`src/sbrt_pkg.sv`:
```
`default_nettype none

package sbrt_pkg;

    localparam int DATA_W = 32;
    localparam int LIM_W  = 31;

    localparam logic signed [DATA_W-1:0] Q_MAX = 32'sh7fff_ffff;
    localparam logic signed [DATA_W-1:0] Q_MIN = 32'sh8000_0000;

    localparam logic [LIM_W-1:0] BOX_LIMIT_RST = 31'd65536;

    typedef enum logic [2:0] {
        ST_IDLE,
        ST_LOAD,
        ST_DIV,
        ST_MERGE,
        ST_EMIT
    } t_state;

    // one division request: magnitudes plus the sign of the quotient
    typedef struct packed {
        logic              start;
        logic              neg;
        logic [DATA_W-1:0] num;
        logic [DATA_W-1:0] den;
    } t_div_req;

    typedef struct packed {
        logic                     done;
        logic signed [DATA_W-1:0] quot;
    } t_div_rsp;

endpackage

`default_nettype wire

```
`src/sbrt_div.sv`:
```
`default_nettype none

module sbrt_div #(
    parameter int FRAC_BITS = 16
) (
    input  wire                i_clk,
    input  wire                i_rst_n,
    input  sbrt_pkg::t_div_req i_req,
    output sbrt_pkg::t_div_rsp o_rsp
);
    import sbrt_pkg::*;

    localparam int QW = DATA_W + FRAC_BITS;
    localparam int CW = $clog2(QW + 1);

    logic [QW-1:0]     r_dvd, n_dvd;
    logic [DATA_W-1:0] r_rem, n_rem;
    logic [DATA_W-1:0] r_den;
    logic [CW-1:0]     r_cnt, n_cnt;
    logic              r_neg;
    logic              r_busy, n_busy;
    logic              r_done, n_done;

    logic [DATA_W-1:0] trial;
    logic              ge;
    logic              q_high;
    logic [DATA_W-1:0] q_low;

    // shared subtractor: one quotient bit per cycle, msb first
    assign trial = {r_rem[DATA_W-2:0], r_dvd[QW-1]};
    assign ge    = (trial >= r_den);

    always_comb begin
        n_dvd  = r_dvd;
        n_rem  = r_rem;
        n_cnt  = r_cnt;
        n_busy = r_busy;
        n_done = 1'b0;
        if (i_req.start) begin
            n_dvd  = {i_req.num, {FRAC_BITS{1'b0}}};
            n_rem  = '0;
            n_cnt  = CW'(QW);
            n_busy = 1'b1;
        end else if (r_busy) begin
            n_rem = ge ? (trial - r_den) : trial;
            n_dvd = {r_dvd[QW-2:0], ge};
            n_cnt = r_cnt - CW'(1);
            if (r_cnt == CW'(1)) begin
                n_busy = 1'b0;
                n_done = 1'b1;
            end
        end
    end

    always_ff @(posedge i_clk) begin
        if (!i_rst_n) begin
            r_busy <= 1'b0;
            r_done <= 1'b0;
            r_cnt  <= '0;
        end else begin
            r_busy <= n_busy;
            r_done <= n_done;
            r_cnt  <= n_cnt;
        end
        r_dvd <= n_dvd;
        r_rem <= n_rem;
        if (i_req.start) begin
            r_den <= i_req.den;
            r_neg <= i_req.neg;
        end
    end

    // saturate the unsigned quotient into the signed range
    assign q_high = |r_dvd[QW-1:DATA_W];
    assign q_low  = r_dvd[DATA_W-1:0];

    always_comb begin
        o_rsp.done = r_done;
        if (r_neg) begin
            if (q_high || (q_low > DATA_W'(Q_MIN))) begin
                o_rsp.quot = Q_MIN;
            end else begin
                o_rsp.quot = DATA_W'(-q_low);
            end
        end else begin
            if (q_high || q_low[DATA_W-1]) begin
                o_rsp.quot = Q_MAX;
            end else begin
                o_rsp.quot = q_low;
            end
        end
    end

endmodule

`default_nettype wire

```
`config.mk`:
```
export PLATFORM = sky130hd
export DESIGN_NAME = sbrt_div
export DESIGN_NICKNAME = d
export VERILOG_FILES = /design/src/sbrt_pkg.sv /design/src/sbrt_div.sv
export SDC_FILE = /design/constraint.sdc
export NUM_CORES = 1
export LEC_CHECK = 0
export BUFFER_PORTS_ARGS = -buffer_cell sky130_fd_sc_hd__buf_2
export CORE_AREA = 2 2 177 179
export DETAILED_ROUTE_END_ITERATION = 10
export DIE_AREA = 0 0 179 181
export PLACE_DENSITY = 0.5
export SLEW_MARGIN = 20
export SYNTH_ARGS = -nofsm -noshare
export SYNTH_HDL_FRONTEND = slang
export SYNTH_SLANG_ARGS = --single-unit
```
`constraint.sdc`:
```
create_clock -name i_clk -period 2.9 [get_ports i_clk]
set_input_delay 0 -clock i_clk [delete_from_list [all_inputs] [get_ports i_clk]]
set_output_delay 0 -clock i_clk [all_outputs]
set_load 0.03 [all_outputs]
```
# Word-level counts from Yosys, hierarchy flattened
# Index checks and enable logic that the tools add are counted.
classes:
  addsub: 3
  multipliers: 0
  n_div: 0
  order_cmp: 2
  eq_ne: 1
  shift: 0
  mux: 12
  n_bitwise: 2
  n_reduce_logical: 6
op_table:
  columns: ["operator", "n"]
  rows:
  - ["two-way mux 32 bit", 3]
  - ["two-way mux 48 bit", 2]
  - ["greater-or-equal comparator 32 bit", 1]
  - ["greater-than comparator 32 bit, second input constant", 1]
  - ["negation 32 bit", 1]
  - ["two-way mux 31 bit", 1]
  - ["subtractor 31 bit", 1]
  - ["OR reduction 16 bit", 1]
  - ["two-way mux 6 bit", 2]
  - ["equality test 6 x 1 -> 1 bit, second input constant", 1]
  - ["subtractor 6 x 1 -> 6 bit, second input constant", 1]
  - ["two-way mux 1 bit", 4]
  - ["OR reduction 3 bit", 1]
  - ["logical OR 1 bit", 2]
  - ["NOT 1 bit", 2]
  - ["nonzero test 2 bit", 1]
  - ["OR reduction 2 bit", 1]
totals:
  ff_bits: 120
  latch_bits: 0
  ram_bits: 0
  rom_bits: 0
  inputBits: 68
  out_inout_bits: 33
  wordCells: 35
  mem_count: 0

# Logic depth before layout (Yosys ltp)
# Gate-level depths: netlist (run 1).
logic_depth:
  word_depth: 4
  mapped_depth: 14
  ltp_nobuf: 11

# Least setup slack after synthesis (run 1)
# No wires, ideal clock.
synth_timing:
  path_type: "register to output"
  start: "register r_dvd[4]"
  end: "output o_rsp[12] (netlist bit)"
  arrival_time_ns: 3.640
  t_required_ns: 2.900
  path_slack_ns: -0.740
  stages_incl_launch_ff: 9
  n_path_buf: 1
  cell_sequence: "dfxtp_1 buf_6 or4_4 nor4_4 nand4_4 or4b_4 a21oi_4 nand2_2 o311ai_0"
synth_rtl:
  columns: ["item", "line_no", "text"]
  rows:
  - ["from (decl)", "sbrt_div.sv:16", "logic [QW-1:0] r_dvd, n_dvd;"]
  - ["from (signal assigned)", "sbrt_div.sv:65", "r_dvd <= n_dvd;"]
  - ["to (decl)", "sbrt_div.sv:9", "output sbrt_pkg::t_div_rsp o_rsp"]

==> out/qor.yml, run 1 <==
run_status:
  status: "finished with violations"
  violations: "setup timing"
synth:
  yosysTopAreaCell: "edfxtp_1"
  synth_compound_area_frac: 0.240
  yosysWarnings: 0
  synth_fa_ha_area_frac: 0.0606
  netlist_area_mm2: 0.00756
  syn-mean-instance-area_um2: 8.81
  synth_top_area_share: 0.258
  synth_cells: 858
  syn_nets: 962
  ys_seq_area_frac: 0.404
  ys_types: 66
  synth_edf_count: 65
  synth_xor_area_frac: 0.0313
  synthFlopType: "edfxtp_1"
  yosys.area_share.simple: 0.186
  synth.area.top_cells: "edfxtp_1 (26%), dfxtp_1 (15%), ha_1 (5.8%)"
  synthMuxAreaShare: 0.0214
  synth_top_family_by_area: "compound AO/OA/AOI/OAI gates"
  synthArstFlopShare: 0
  synth-seq-cells: 120
route:
  ant_nets: 0
  drt_iter0_drc: 434
  drc: 0
  drt-wirelength-per-cell_um: 15.3
  dr.pass1.iters: 4
  drt_wl_total_um: 22900
  vias: 7280
  vias_per_cell: 4.88
die:
  rows: 64
  core_mm2: 0.0303
  die_area_mm2: 0.0324
  die_w_um: 179
  die_h_um: 181
  pin_count: 101
  initial_core_util: 0.249
grt:
  grt-ovfl-total: 0
  grt_pass1_wl_um: 36700
  grt_pass1_vias: 7135
  grt.total_usage: 0.141
  antenna_found_initial: 1
  grt_max_degree: 85
critical_path:
  required_ns: 2.90
  start_kind: "flop"
  reg2reg_to: "r_rem[10]$_SDFFE_PP0P_"
  crit_path_end_kind: "output port"
  rrSetupSlack_ns: 0.14
  r2r_start: "r_den[19]$_DFFE_PP_"
  crit_type: "flop to output port"
  arrival_ns: 3.20
  r2r_cells: 11
  cp_max_fo: 8
cells_and_area:
  fin_area_mm2: 0.0111
  syn2layout_area_growth_pct: 47.4
  final_nets: 1187
  final_cell_mix: "buf_4 (84), nand2_1 (83), nor2_1 (77)"
  final_common_cell: "buf_4"
  drive_gt1_frac: 0.283
  n_antenna_cell: 0
  final_cells: 1492
placed_design:
  preCtsSetupSlack_ns: -0.0103
  port_buffers: 100
  dp_cells: 1385
  place.gp.congestion: 0.807
  dpl-instance-area_mm2: 0.00921
  dp_hpwl_um: 16100
sta:
  fin_crit_ns: 3.20
  finalHoldViolCount: 0
  fmax_mhz: 312
  slew_headroom: 0.451
  finalCritPeriodShare: 1.10
  drv_slew: 0
  tns_ns: -7.51
  rsz0062_at_grt: "yes"
  clock_skew_ns: 0.0111
  finalSetupViolations: 32
  hold_ws_ns: 0.00269
  timing.final.ws_setup_ns: -0.304
  tightest_slew_ns: 0.824
cts:
  path_clk_slew_ns: 0.06
  cts_max_level: 4
  cts_tree: "done"
  cts_sinks: 120
  clock_path_buffers: 2
  clk_latency_ns: 0.42
  cts_buffers: 17
  cts_root_buffer: "clkbuf_16"
min_path:
  hold_path_depth: 2
  holdPathEnd: "r_dvd[47]$_DFFE_PP_"
  hold_path_class: "input pin to flop"
  hp-start: "i_req[63]"
pwr:
  vdd_drop_max_uv: 285
  power.density_mw_per_mm2: 512
  leakage_nw: 4.64
run:
  maxCapViolations: 0
## power by group
part | internal, W | total [W] | switching (W) | leakage (nW)
Combinational | 0.000636 | 0.00140 | 0.000763 | 3.22
Clock | 0.00139 | 0.00229 | 0.000893 | 0.308
Sequential | 0.00193 | 0.00201 | 0.0000859 | 1.11
Total | 0.00396 | 0.00570 | 0.00174 | 4.64
## critical path: stages (launching register included)
cell       delay, ns
dfxtp_2         0.32
or4_4           0.54
nor4_4          0.34
nand4_4         0.13
or4b_4          0.53
a21o_4          0.30
clkbuf_16       0.19
a21oi_2         0.10
o22a_1          0.20
buf_6           0.15
## cells by family after synthesis
kind of cell	Yosys count
simple gates	289
compound gates	263
flops	120
buf+inv	107
fa+ha+maj	36
xor+xnor	27
mux	16
## cells in the mapped netlist, types with 3 or more instances
cell and number:
clkbuf_1 46, o22a_1 10, nor4_1 12, buf_2 4
a211oi_1 8, a2bb2oi_1 4, and4_1 5, and3_1 6
a21o_1 24, o21bai_1 7, edfxtp_1 65, o311ai_1 10
a311oi_1 20, dfxtp_1 55, or2_2 4, or3_1 17
xor2_1 11, o21ai_0 42, mux2i_1 15, nor2_1 79
a22o_1 30, nor2b_1 6, o211ai_1 4, inv_1 51
or4_1 4, nor3_1 26, a31oi_1 8, a21boi_0 3
nand2_1 89, ha_1 35, xnor2_1 16, nand4_1 6
nand3_1 20, o21a_1 12, a21oi_1 64
## how the worst max path moves through the flow
stage	from	end	slack [ns]
CTS	r_dvd[6]$_SDFFE_PP0P_	o_rsp[22]	-0.37
detailed placement	r_dvd[47]$_DFFE_PP_	r_rem[10]$_SDFFE_PP0P_	-0.01
floorplan	r_dvd[13]$_SDFFE_PP0P_	o_rsp[14]	-0.01
finish	r_dvd[9]$_SDFFE_PP0P_	o_rsp[17]	-0.30
global placement	r_dvd[13]$_SDFFE_PP0P_	o_rsp[12]	0.01
global route	r_dvd[9]$_SDFFE_PP0P_	o_rsp[18]	-0.40
## per-stage QoR
stage                     utilization  total power [W]
after global routing            0.367          0.00599
final                           0.367          0.00570
after CTS                       0.353          0.00570
after floorplan                     -          0.00285
after global placement          0.304          0.00326
after detailed placement        0.304          0.00327
## sequential cells by signal (all words and copies together), names as in the netlist
name	flops
r_rem	31
r_neg	1
r_cnt	6
r_busy	1
r_dvd	48
r_den	32
r_done	1
## layer usage
layer | wire [µm] | up-vias | GRT usage
met3 | 774 | 14 | 0.0255
met5 | 11 | - | 0
met4 | 150 | 2 | 0.0325
li1 | - | 3638 | -
met2 | 11100 | 133 | 0.239
met1 | 10800 | 3493 | 0.185
## cell type report
cell class | count | area (µm²)
Tap cell | 396 | 495
Sequential cell | 120 | 3060
Clock buffer | 17 | 425
Clock inverter | 15 | 204
Multi-Input combinational cell | 631 | 4570
Timing Repair Buffer | 261 | 2200
Fill cell | 3057 | 19200
Inverter | 52 | 195
## what timing repair did
action	CTS	global route
endpoints found under the hold margin	78	0
hold buffers	66	0
endpoints found under the setup margin	33	58
gates cloned	0	2
pin swaps	16	29
resized for setup	72	72
setup buffers	1	6
No activity file was read; power rests on OpenSTA's default activity.
==> inputs of run 2 (changes only) <==
--- a/config.mk
+++ b/config.mk
@@ -9,7 +9,7 @@
 export CORE_AREA = 2 2 177 179
 export DETAILED_ROUTE_END_ITERATION = 10
 export DIE_AREA = 0 0 179 181
-export PLACE_DENSITY = 0.5
+export PLACE_DENSITY = 0.49
 export SLEW_MARGIN = 20
 export SYNTH_ARGS = -nofsm -noshare
 export SYNTH_HDL_FRONTEND = slang
==> constraint.sdc (replaced) <==
create_clock -name i_clk -period 3.9 [get_ports i_clk]
set_input_delay 0 -clock i_clk [delete_from_list [all_inputs] [get_ports i_clk]]
set_output_delay 0 -clock i_clk [all_outputs]
set_load 0.03 [all_outputs]
==> run 2 against run 1 <==
  * The flow now finishes without violations
  * Worst hold slack improved by 0.16 ns
  * Critical path type unchanged
  * Core utilization fell by 4.7 points
  * Non-clock buffer count fell by 81
  * Count of clock-buffer cells in the layout did not move
  * Die area did not move
  * Clock skew rose by 0.0019 ns
  * Clock power fell by 31%
  * Largest cell class unchanged
  * Sequential power fell by 25%
==> out/qor.yml, run 2 (synthesis results as in run 1) <==
sta:
  timing.final.ws_setup_ns: 0.333  # +0.637 ns
  finalCritPeriodShare: 0.915
  tns_ns: 0  # +7.51 ns
  slew_headroom: 0.381  # -0.0691
  tightest_slew_ns: 0.928  # +0.104 ns
  finalSetupViolations: 0  # -100%
  clock_skew_ns: 0.0130  # +0.00189 ns
  fmax_mhz: 280
  drv_slew: 0  # unchanged
  finalHoldViolCount: 0  # unchanged
  rsz0062_at_grt: "no"
  fin_crit_ns: 3.57
cts:
  clk_latency_ns: 0.42  # about the same
  clock_path_buffers: 2  # unchanged
  cts_sinks: 120  # unchanged
  cts_max_level: 4  # unchanged
  cts_buffers: 17  # unchanged
  path_clk_slew_ns: 0.06  # about the same
  cts_tree: "done"
  cts_root_buffer: "clkbuf_16"
critical_path:
  required_ns: 3.90  # +1.00 ns
  crit_path_end_kind: "output port"
  start_kind: "flop"
  crit_type: "flop to output port"
  arrival_ns: 3.57  # +0.37 ns
  cp_max_fo: 22  # +14
cells_and_area:
  n_antenna_cell: 0  # unchanged
  largest_register_ffs: 48  # unchanged
  drive_gt1_frac: 0.163  # -0.120
  final_nets: 1106  # -6.8%
  final_cell_mix: "buf_2 (99), nand2_1 (89), nor2_1 (78)"
  top_regs: "r_dvd (48), r_den (32), r_rem (31)"
  top_register: "r_dvd"
  fin_util: 0.320  # -0.0474
  syn2layout_area_growth_pct: 28.4
  fillers: 3185  # +4.2%
  final_common_cell: "buf_2"
pwr:
  vdd_drop_max_uv: 209  # -27%
  leakage_nw: 4.01  # -13%
  power.density_mw_per_mm2: 406  # -21%
route:
  ant_nets: 0  # unchanged
  vias_per_cell: 4.83  # -1.0%
  dr.pass1.iters: 5  # +1
  drc: 0  # unchanged
  drt_wl_total_um: 21400  # -6.6%
  drt-wirelength-per-cell_um: 15.1  # -1.2%
  drt_iter0_drc: 375  # -14%
  vias: 6814  # -6.4%
die:
  rows: 64  # unchanged
  pin_count: 101  # unchanged
  die_h_um: 181  # unchanged
  die_w_um: 179  # unchanged
  initial_core_util: 0.249  # unchanged
  core_mm2: 0.0303  # unchanged
  die_area_mm2: 0.0324  # unchanged
grt:
  grt_max_degree: 82  # -3.5%
  antenna_found_initial: 0  # -1
  grt_pass1_vias: 6606  # -7.4%
  grt.total_usage: 0.133  # -0.00823
  grt_pass1_wl_um: 34600  # -5.7%
  grt-ovfl-total: 0  # unchanged
min_path:
  hold_path_class: "input pin to flop"
placed_design:
  place.gp.congestion: 0.836  # +3.6%
  preCtsSetupSlack_ns: 0.466  # +0.476 ns
  port_buffers: 100  # unchanged
  dp_hpwl_um: 14700  # -8.8%
run:
  maxCapViolations: 0  # unchanged
run_status:
  status: "complete, no violations"
-- run 2: final timing paths --
path / from / end / slack [ns] / cells after the start
max: r_dvd[9]$_SDFFE_PP0P_ / o_rsp[25] / 0.33 / 10
min reg2reg: r_rem[1]$_SDFFE_PP0P_ / r_rem[1]$_SDFFE_PP0P_ / 0.49 / 2
min: i_req[65] / r_rem[17]$_SDFFE_PP0P_ / 0.16 / 2
max reg2reg: r_den[23]$_DFFE_PP_ / r_rem[20]$_SDFFE_PP0P_ / 0.67 / 12
-- run 2: repair_timing --
action | 4_1_cts | 5_1_grt
endpoints found under the hold margin | 73 | 0
buffers inserted | 0 | 2
hold buffers | 66 | 0
gates resized for setup | 1 | 2
setup endpoints to repair | 1 | 11
pin swaps | 0 | 2
-- run 2: per-stage QoR --
| step | total power (W) | std cells | hold slack (ns) | instance area (µm²) |
|---|---|---|---|---|
| 4_1_cts | 0.00399 | 1409 | 0.159 | 9670 |
| 3_5_place_dp | 0.00232 | 1311 | 0.178 | 8420 |
| 2_1_floorplan | 0.00209 | 858 | 0.0989 | 7560 |
| 6_report | 0.00394 | 1411 | 0.158 | 9700 |
| 3_3_place_gp | 0.00232 | 1311 | 0.176 | 8420 |
| 5_1_grt | 0.00416 | 1411 | 0.180 | 9700 |
-- run 2: cell type report --
cell class                 instances  area [µm²]  area share
clock buffer                      17         425      0.0438
multi-input combinational        631        4100       0.422
inverter                          52         195      0.0201
clock inverter                    15         165      0.0170
tap                              396         495      0.0511
timing repair buffer             180        1270       0.131
sequential                       120        3050       0.315
-- run 2: routing by layer --
layer | routed length, µm | global-route usage | vias up | part of all wire
met5 | 0 | 0 | - | 0
met4 | 303 | 0.0397 | 0 | 0.014
met3 | 821 | 0.0236 | 21 | 0.038
met2 | 10000 | 0.217 | 141 | 0.47
met1 | 10200 | 0.178 | 3187 | 0.48
li1 | - | - | 3465 | -
-- run 2: worst max-delay path, stage by stage, from the launching register on --
cell      delay [ns]
dfxtp_1         0.37
or4_1           0.58
nor4_4          0.28
buf_4           0.19
nand4_4         0.12
or4b_4          0.58
a21o_4          0.32
nor4_1          0.23
o21ai_0         0.13
o311ai_2        0.11
buf_2           0.25
-- run 2: power by group --
part / internal [W] / total, W / switching [W]
logic: 0.000347 / 0.000840 / 0.000493
registers: 0.00144 / 0.00151 / 0.0000719
clock network: 0.000954 / 0.00159 / 0.000641
total: 0.00274 / 0.00394 / 0.00121
